`config.mk`:
```
export PLATFORM = sky130hd
export DESIGN_NAME = video_chip_register_port
export DESIGN_NICKNAME = d
export VERILOG_FILES = /design/src/design/vcrp_pkg.sv /design/src/design/video_chip_register_port.sv
export SDC_FILE = /design/constraint.sdc
export NUM_CORES = 2
export LEC_CHECK = 0
export BUFFER_PORTS_ARGS = -buffer_cell sky130_fd_sc_hd__buf_2
export CAP_MARGIN = 15
export CORE_MARGIN = 5
export CORE_UTILIZATION = 55
export DETAILED_ROUTE_END_ITERATION = 8
export GPL_ROUTABILITY_DRIVEN = 0
export PLACE_DENSITY = 0.72
export SETUP_SLACK_MARGIN = 0.15
export SYNTH_ARGS = -nofsm -noshare
export SYNTH_HDL_FRONTEND = slang
export SYNTH_SLANG_ARGS = --single-unit
export TNS_END_PERCENT = 50
```
`constraint.sdc`:
```
create_clock -name clk_i -period 5.2 [get_ports clk_i]
set_clock_uncertainty 0.1 [all_clocks]
set_input_delay 0 -clock clk_i [delete_from_list [all_inputs] [get_ports clk_i]]
set_output_delay 0 -clock clk_i [all_outputs]
set_load 0.005 [all_outputs]
```
`src/design/vcrp_pkg.sv`:
```
`timescale 1ns / 1ps

package vcrp_pkg;

  // Store sizes and the address widths that follow from them.
  localparam int unsigned SpriteBytes  = 256;
  localparam int unsigned PaletteBytes = 32;
  localparam int unsigned SprAw        = $clog2(SpriteBytes);
  localparam int unsigned PalAw        = $clog2(PaletteBytes);

  // Renderer lockout window, palette window in video memory, address steps and masks.
  localparam logic [8:0]  LastVisibleLine = 9'd240;
  localparam logic [8:0]  PreRenderLine   = 9'd261;
  localparam logic [13:0] LastChrAddress  = 14'h3EFF;
  localparam logic [14:0] IncAcross       = 15'd1;
  localparam logic [14:0] IncDown         = 15'd32;
  localparam logic [7:0]  GreyMask        = 8'h30;
  localparam logic [7:0]  AttrMask        = 8'hE3;

  // Kind of transaction on the input channel.
  typedef enum logic [1:0] {
    MODE_READ    = 2'd0,
    MODE_WRITE   = 2'd1,
    MODE_VBL_SET = 2'd2,
    MODE_VBL_CLR = 2'd3
  } mode_e;

  // CPU-visible register numbers.
  typedef enum logic [2:0] {
    REG_CTRL     = 3'd0,
    REG_MASK     = 3'd1,
    REG_STATUS   = 3'd2,
    REG_OAM_ADDR = 3'd3,
    REG_OAM_DATA = 3'd4,
    REG_SCROLL   = 3'd5,
    REG_ADDR     = 3'd6,
    REG_DATA     = 3'd7
  } reg_e;

  // Palette mirroring: the backdrop entries of the sprite palettes fold onto
  // the matching background entries.
  function automatic logic [PalAw-1:0] pal_index(input logic [PalAw-1:0] a);
    logic [PalAw-1:0] i;
    i = a;
    if (i[1:0] == 2'b00 && i[4]) begin
      i[4] = 1'b0;
    end
    return i;
  endfunction

endpackage

```
`src/design/video_chip_register_port.sv`:
```
`timescale 1ns / 1ps

// CPU register port of the picture unit: control, mask, status, sprite memory
// address and data, scroll, address and data port.
// Input channel (in_valid_i / in_ready_o) carries one transaction per CPU bus
// access or vblank event; the output channel (out_valid_o / out_ready_i)
// returns exactly one result per input transaction, in order.
// The result is registered: a transaction's result enters the output
// register at the edge that accepts the transaction. Throughput is one
// transaction per cycle while the receiver takes each result, set by the
// single result register, which is refilled in the same cycle that it is
// emptied. A data port read outside the rendering lockout sets mem_read_o;
// the following transaction must carry the external byte at the
// vram_address_o just reported. A data port write below the palette window
// and outside the lockout is shown on mem_write_o with its address and byte.
// Reset clears every state register, the palette store and the sprite memory
// valid bits, so the block is ready to accept as soon as reset is released.
// When the receiver stalls, the result holds and at most one more transaction
// waits at the input until the result is taken.
module video_chip_register_port
  import vcrp_pkg::*;
(
  input  logic        clk_i,
  input  logic        rst_ni,
  input  logic        in_valid_i,
  output logic        in_ready_o,
  input  logic [1:0]  mode_i,
  input  logic [2:0]  reg_index_i,
  input  logic [7:0]  write_data_i,
  input  logic [7:0]  chr_read_data_i,
  input  logic [8:0]  scanline_i,
  input  logic        sprite_overflow_i,
  input  logic        sprite_zero_hit_i,
  output logic        out_valid_o,
  input  logic        out_ready_i,
  output logic [7:0]  read_data_o,
  output logic        nmi_line_o,
  output logic [13:0] vram_address_o,
  output logic        mem_read_o,
  output logic        mem_write_o,
  output logic [13:0] mem_write_address_o,
  output logic [7:0]  mem_write_data_o,
  output logic [7:0]  ctrl_bits_o,
  output logic [7:0]  mask_bits_o,
  output logic [14:0] temp_address_o,
  output logic [2:0]  fine_x_o
);

  // Architectural state.
  logic [14:0]      v_q, v_d;
  logic [14:0]      t_q, t_d;
  logic [2:0]       fine_x_q, fine_x_d;
  logic             toggle_q, toggle_d;
  logic [7:0]       rbuf_q, rbuf_d;
  logic [7:0]       bus_q, bus_d;
  logic [7:0]       ctrl_q, ctrl_d;
  logic [7:0]       mask_q, mask_d;
  logic [SprAw-1:0] spr_addr_q, spr_addr_d;
  logic             vbl_q, vbl_d;

  // Stores.
  logic [7:0]             pal_q [PaletteBytes];
  logic [7:0]             spr_mem [SpriteBytes];
  logic [SpriteBytes-1:0] spr_vld_q;
  logic [7:0]             spr_rdata_q;
  logic                   spr_rvld_q;

  // Result register.
  logic        out_valid_q;
  logic [7:0]  rd_q, rd_d;
  logic        mrd_q, mrd_d;
  logic        mwr_q, mwr_d;
  logic [13:0] waddr_q, waddr_d;
  logic [7:0]  wdata_q, wdata_d;

  logic             accept;
  logic             locked;
  logic [13:0]      a14;
  logic [14:0]      inc;
  logic [PalAw-1:0] pal_idx;
  logic             pal_we;
  logic [7:0]       pal_rd;
  logic             spr_we;
  logic [7:0]       spr_wdata;
  mode_e            mode;
  reg_e             rsel;

  assign in_ready_o = !out_valid_q || out_ready_i;
  assign accept     = in_valid_i && in_ready_o;
  assign mode       = mode_e'(mode_i);
  assign rsel       = reg_e'(reg_index_i);

  // Shared decode of the current address and the rendering lockout.
  assign a14     = v_q[13:0];
  assign inc     = ctrl_q[2] ? IncDown : IncAcross;
  assign locked  = (mask_q[3] || mask_q[4]) &&
                   (scanline_i <= LastVisibleLine || scanline_i == PreRenderLine);
  assign pal_idx = pal_index(a14[PalAw-1:0]);
  assign pal_rd  = mask_q[0] ? (pal_q[pal_idx] & GreyMask) : pal_q[pal_idx];

  // Next state and result for one transaction.
  always_comb begin
    v_d        = v_q;
    t_d        = t_q;
    fine_x_d   = fine_x_q;
    toggle_d   = toggle_q;
    rbuf_d     = rbuf_q;
    bus_d      = bus_q;
    ctrl_d     = ctrl_q;
    mask_d     = mask_q;
    spr_addr_d = spr_addr_q;
    vbl_d      = vbl_q;
    rd_d       = 8'd0;
    mrd_d      = 1'b0;
    mwr_d      = 1'b0;
    waddr_d    = 14'd0;
    wdata_d    = 8'd0;
    pal_we     = 1'b0;
    spr_we     = 1'b0;
    spr_wdata  = write_data_i;
    if (accept) begin
      unique case (mode)
        MODE_READ: begin
          unique case (rsel)
            REG_STATUS: begin
              rd_d     = {vbl_q, sprite_zero_hit_i, sprite_overflow_i, bus_q[4:0]};
              toggle_d = 1'b0;
              vbl_d    = 1'b0;
            end
            REG_OAM_DATA: begin
              rd_d = spr_rvld_q ? spr_rdata_q : 8'd0;
            end
            REG_DATA: begin
              if (!locked) begin
                rd_d   = (a14 <= LastChrAddress) ? rbuf_q : pal_rd;
                rbuf_d = chr_read_data_i;
                mrd_d  = 1'b1;
                v_d    = v_q + inc;
              end
            end
            default: begin
              rd_d = 8'd0;
            end
          endcase
        end
        MODE_WRITE: begin
          bus_d = write_data_i;
          unique case (rsel)
            REG_CTRL: begin
              ctrl_d       = write_data_i;
              t_d[11:10]   = write_data_i[1:0];
            end
            REG_MASK: begin
              mask_d = write_data_i;
            end
            REG_OAM_ADDR: begin
              spr_addr_d = write_data_i;
            end
            REG_OAM_DATA: begin
              // Unused attribute bits read back as zero.
              if (spr_addr_q[1:0] == 2'd2) begin
                spr_wdata = write_data_i & AttrMask;
              end
              spr_we     = 1'b1;
              spr_addr_d = spr_addr_q + 1'b1;
            end
            REG_SCROLL: begin
              if (!toggle_q) begin
                fine_x_d = write_data_i[2:0];
                t_d[4:0] = write_data_i[7:3];
              end else begin
                t_d[14:12] = write_data_i[2:0];
                t_d[9:5]   = write_data_i[7:3];
              end
              toggle_d = !toggle_q;
            end
            REG_ADDR: begin
              if (!toggle_q) begin
                t_d[14]   = 1'b0;
                t_d[13:8] = write_data_i[5:0];
              end else begin
                t_d[7:0] = write_data_i;
                v_d      = {t_q[14:8], write_data_i};
              end
              toggle_d = !toggle_q;
            end
            REG_DATA: begin
              if (!locked) begin
                if (a14 <= LastChrAddress) begin
                  mwr_d   = 1'b1;
                  waddr_d = a14;
                  wdata_d = write_data_i;
                end else begin
                  pal_we = 1'b1;
                end
                v_d = v_q + inc;
              end
            end
            default: begin
              // Status writes only refresh the bus byte.
              bus_d = write_data_i;
            end
          endcase
        end
        MODE_VBL_SET: vbl_d = 1'b1;
        MODE_VBL_CLR: vbl_d = 1'b0;
      endcase
    end
  end

  // State registers.
  always_ff @(posedge clk_i or negedge rst_ni) begin
    if (!rst_ni) begin
      v_q        <= '0;
      t_q        <= '0;
      fine_x_q   <= '0;
      toggle_q   <= 1'b0;
      rbuf_q     <= '0;
      bus_q      <= '0;
      ctrl_q     <= '0;
      mask_q     <= '0;
      spr_addr_q <= '0;
      vbl_q      <= 1'b0;
    end else begin
      v_q        <= v_d;
      t_q        <= t_d;
      fine_x_q   <= fine_x_d;
      toggle_q   <= toggle_d;
      rbuf_q     <= rbuf_d;
      bus_q      <= bus_d;
      ctrl_q     <= ctrl_d;
      mask_q     <= mask_d;
      spr_addr_q <= spr_addr_d;
      vbl_q      <= vbl_d;
    end
  end

  // Palette store, small enough to keep in flip-flops.
  always_ff @(posedge clk_i or negedge rst_ni) begin
    if (!rst_ni) begin
      for (int i = 0; i < PaletteBytes; i++) begin
        pal_q[i] <= '0;
      end
    end else if (pal_we) begin
      pal_q[pal_idx] <= write_data_i;
    end
  end

  // Sprite memory. It is read ahead at the next sprite address, so the
  // registered read data always belongs to the current address; a write goes
  // to the current address, which is never the one being read ahead.
  always_ff @(posedge clk_i) begin
    if (spr_we) begin
      spr_mem[spr_addr_q] <= spr_wdata;
    end
    spr_rdata_q <= spr_mem[spr_addr_d];
  end

  // Valid bits make never-written sprite entries read as zero after reset.
  always_ff @(posedge clk_i or negedge rst_ni) begin
    if (!rst_ni) begin
      spr_vld_q  <= '0;
      spr_rvld_q <= 1'b0;
    end else begin
      if (spr_we) begin
        spr_vld_q[spr_addr_q] <= 1'b1;
      end
      spr_rvld_q <= spr_vld_q[spr_addr_d];
    end
  end

  // Result register and its valid flag.
  always_ff @(posedge clk_i or negedge rst_ni) begin
    if (!rst_ni) begin
      out_valid_q <= 1'b0;
    end else if (accept) begin
      out_valid_q <= 1'b1;
    end else if (out_ready_i) begin
      out_valid_q <= 1'b0;
    end
  end

  always_ff @(posedge clk_i) begin
    if (accept) begin
      rd_q    <= rd_d;
      mrd_q   <= mrd_d;
      mwr_q   <= mwr_d;
      waddr_q <= waddr_d;
      wdata_q <= wdata_d;
    end
  end

  // The state registers already hold the post-transaction values while the
  // result is shown, since a new transaction cannot enter until it is taken.
  assign out_valid_o         = out_valid_q;
  assign read_data_o         = rd_q;
  assign nmi_line_o          = ctrl_q[7] && vbl_q;
  assign vram_address_o      = v_q[13:0];
  assign mem_read_o          = mrd_q;
  assign mem_write_o         = mwr_q;
  assign mem_write_address_o = waddr_q;
  assign mem_write_data_o    = wdata_q;
  assign ctrl_bits_o         = ctrl_q;
  assign mask_bits_o         = mask_q;
  assign temp_address_o      = t_q;
  assign fine_x_o            = fine_x_q;

endmodule

```
==> Implementation_results.wiki <==
{| class="wikitable"
! Metric !! Value
|-
| Outcome || finished, final reports clean
|-
| R2r setup slk || between 0.3 and 0.4 ns
|-
| Average via count per standard cell || 6.37
|-
| Sequential share of the synthesized area || 0.714
|-
| Synth Cell Area || 0.107 mm²
|-
| DP Worst Slack || ~0.50 ns
|-
| Required time worst endpoint || 5.97 ns
|-
| Multi-input combinational cell area || 0.0285 mm²
|-
| Row Count || around 160
|-
| Critical Path AT || ~5.7 ns
|-
| DP Area || between 0.1 and 0.15 mm²
|-
| Reg-to-Reg Start || spr_addr_q[0]
|-
| Cell type contributing the most total cell area after synthesis || edfxtp_1
|-
| Post-DRT Antenna Nets || 0
|-
| Syn_area_per_cell || 13.6 µm²
|-
| Seq. cell area || 0.0765 mm²
|-
| Effective utilization at floorplan || 0.551
|-
| RSZ-0062 raised after global routing || false
|-
| Leak pwr || 45.7 nW
|-
| Critical path cell sequence || or4b_1 -> a2111oi_2 -> a21oi_4 -> buf_4 -> inv_8 -> buf_12 -> nand2_1 -> nand3_1 -> nand3_1 -> a32oi_1 -> nand3_1 -> a32oi_1 -> o311a_1
|-
| Pin count of the biggest net entering global routing || 174
|-
| Utilization after layout || 0.619
|-
| EDFF count, synth || roughly 2100
|-
| Slew Limit Fails || 0
|-
| Clock buffers created by TritonCTS || roughly 280
|-
| Family with the most delay on the worst path || compound AO/OA/AOI/OAI gates
|-
| Cell count of the worst reg-to-reg path || 13
|-
| Initial antenna violation count || 18
|-
| Final worst setup slack || 0.308 ns
|-
| Warnings from Yosys || 0
|-
| Final global-route overflow total || 0
|-
| Latest clock arrival within the worst-skew pair || just over 0.9 ns
|-
| Number of levels the H-tree was split into || 5
|-
| Clock tree from TritonCTS || yes
|-
| Fill cell instance count of the final layout || 14000
|-
| Post-route fraction of the period consumed by the critical path || 0.941
|-
| Worst-path clk slew || 0.06 ns
|-
| I/O Buffers || 118
|-
| Leading register cell type out of synthesis || edfxtp_1
|-
| Wirelength, routed || 293000 µm
|-
| Relative slew margins || 0.135
|-
| Total die area || 0.204 mm²
|-
| Syn Nets || 7939
|-
| Worst path most repeated cell || nand3_1
|-
| Hold Path Cell Cnt || 2
|-
| Number of clock sinks || 2641
|-
| Flip-flop and latch count after synthesis || 2641
|-
| Design Area, Final || approximately 0.12 mm²
|-
| Number of remaining DRC errors || 0
|-
| Power Dens Cells || between 400 and 500 mW/mm²
|-
| Count of cell types in the netlist || slightly above 70
|-
| Clock period minus worst slack || a little under 5 ns
|-
| Stage delay of the slowest cell on the critical path || 0.61 ns
|-
| Hold crit path type || in -> reg
|-
| Global-route wire length before repair || 436000 µm
|-
| Worst IR drop on VDD || 0.507 mV
|-
| Ratio of cells with drive above 1 in the final layout || 0.171
|-
| Crit path launch type || flop
|-
| Post-detailed-route wirelength per cell || 27.1 µm
|-
| Die outline height || roughly 450 µm
|-
| Number of optimization iterations in the first detailed-route pass || 9
|-
| Number of resized instances in the post-cts repair step || 0
|-
| Final setup fails || 0
|-
| Startpoint of the tightest hold check path || write_data_i[5]
|-
| Global router's overall resource usage || 0.283
|-
| Worst-path maximum fanout || slightly above 70
|-
| Area share of the largest cell type after synthesis || 0.583
|-
| Total buffers and inverters traversed by the critical path || 3
|-
| Crit path max-delay cell type || a32oi_1
|-
| Critical register-to-register path endpoint || spr_rdata_q[0]
|-
| Via count of the first global-routing pass || 66500
|-
| Core region area || ~0.2 mm²
|-
| Total of max-cap violations || 0
|-
| Synthesized instance count || 7896
|-
| Final TNS setup || 0 ns
|-
| Max Root-Sink Buffers || 4
|-
| Minimum hold slack || around 0.056 ns
|-
| Transition time of the tightest slew-check pin || 1.29 ns
|-
| Detailed placer's ending HPWL || 172000 µm
|-
| Fmax || roughly 200 MHz
|-
| Boundary pin count || 119
|-
| Top area cells in the synthesized netlist || edfxtp_1 58%, dfrtp_1 13%, nand2_1 6.1%
|-
| Fin. Hold Viols || 0
|-
| DR vias || approximately 70000
|-
| Critical Path Sink Type || flop
|-
| Worst Hold Path EP || spr_mem[89][5]
|-
| Crit Path Class || reg -> reg
|-
| Number of design-rule violations left by the first detailed-router iteration || 9260
|-
| Async set-reset flop share out of synthesis || 0.209
|-
| Post-synthesis to final-layout area growth || 12.3%
|-
| Clock Root Buffer || clkbuf_16
|-
| Die width || around 450 µm
|-
| Fin nets || 8093
|}
-- placed cells by master (no fill, tap or decap), types with 113 or more instances in the layout --
| cell type | count |
|---|---|
| a32oi_1 | 133 |
| buf_2 | 113 |
| buf_4 | 155 |
| clkbuf_16 | 291 |
| dfrtp_1 | 551 |
| edfxtp_1 | 2080 |
| mux2_2 | 277 |
| mux2i_1 | 259 |
| mux4_2 | 131 |
| nand2_1 | 1743 |
| nand3_1 | 946 |
| nor2_1 | 323 |
| or2_2 | 259 |
-- per-stage QoR --
| stage | std cells | power, mW |
|---|---|---|
| CTS | 10800 | 53.3 |
| floorplan | 7896 | 30.0 |
| global route | 10800 | 55.1 |
| global placement | 10200 | 34.3 |
| finish | 10800 | 53.5 |
| detailed placement | 10200 | 34.4 |
-- registers in the layout, indices dropped and copies added, names as in the netlist, 3 cells and up --
name and count:
read_data_o 8, ctrl_bits_o 8, spr_addr_q 8, mem_write_data_o 8, spr_vld_q 256, rbuf_q 8
spr_mem 2048, temp_address_o 15, bus_q 5, mem_write_address_o 14, pal_q 224, v_q 14
fine_x_o 3, mask_bits_o 8, spr_rdata_q 8
-- cells in the mapped netlist, types with 9 or more instances --
library cell	count
o22ai_1	12
o21ai_0	43
mux2i_1	259
nor2b_1	11
nor2_1	329
edfxtp_1	2080
clkbuf_1	247
and2_1	36
or2_2	259
mux2_2	277
a41oi_1	19
a221oi_1	16
nand3_1	946
nor3_1	19
buf_2	170
and3_1	78
a31oi_1	79
a22oi_1	54
dfrtp_1	553
buf_4	15
a32o_1	10
or3_1	10
a21oi_1	94
a311oi_1	43
nand2_1	1754
a211oi_1	9
inv_1	11
buf_1	78
mux4_2	131
nand4_1	10
a32oi_1	133
-- worst reg2reg max path, stage by stage, from the launching register on --
cell,delay [ns]
dfrtp_1,0.52
or4b_1,0.54
a2111oi_2,0.47
a21oi_4,0.14
buf_4,0.20
inv_8,0.55
buf_12,0.39
nand2_1,0.15
nand3_1,0.09
nand3_1,0.17
a32oi_1,0.33
nand3_1,0.30
a32oi_1,0.62
o311a_1,0.27
-- per-layer routing --
layer,vias to the layer above,wire length [µm],track usage
met3,789,32900,0.0738
met1,34400,112000,0.394
met5,-,77,0
met2,4261,134000,0.427
met4,12,14100,0.124
li1,29300,-,-
-- worst max path at each step --
stage / from / end / slack [ns] / depth (start not counted)
3_5_place_dp: out_valid_o / spr_rdata_q[0] / 0.50 / 13
6_report: spr_addr_q[0] / spr_rdata_q[0] / 0.31 / 13
5_1_grt: spr_addr_q[0] / spr_rdata_q[0] / 0.22 / 13
4_1_cts: reg_index_i[2] / spr_rdata_q[7] / 0.37 / 15
3_3_place_gp: spr_addr_q[0] / spr_rdata_q[0] / 0.55 / 12
2_1_floorplan: out_valid_o / spr_mem[0][2] / 1.26 / 7
-- repair_timing --
action | CTS | global route
endpoints found under the hold margin | 1592 | 0
hold buffers | 61 | 0
buffers inserted | 0 | 6
endpoints found under the setup margin | 0 | 1
-- report_power, final --
part | internal (mW) | leakage [nW] | switching, mW
registers | 23.0 | 26.4 | 0.461
clock network | 11.1 | 4.23 | 7.98
logic | 3.32 | 15.0 | 7.61
-- area by class of cell --
| cell class | count | share of cell area |
|---|---|---|
| Timing Repair Buffer | 384 | 0.0286 |
| Antenna cell | 8 | 0.000166 |
| Inverter | 17 | 0.000666 |
| Clock buffer | 395 | 0.0658 |
| Sequential cell | 2641 | 0.636 |
| Clock inverter | 96 | 0.00593 |
| Multi-Input combinational cell | 4724 | 0.237 |
| Tap cell | 2542 | 0.0264 |
-- cell families (layout without fill, tap and decap cells) --
logic type	Yosys count	after routing	share of synthesized area
and+or+nand+nor	3480	3480	0.144
DFF	2641	2641	0.714
muxes	667	667	0.0808
AOI/OAI and AO/OA	568	568	0.0395
buffers and inverters	531	892	0.0214
adders and majority gates	7	7	0.000817
xor gates and xnor gates	2	2	0.000164
other	0	8	0
No activity file was read; power rests on OpenSTA's default activity.
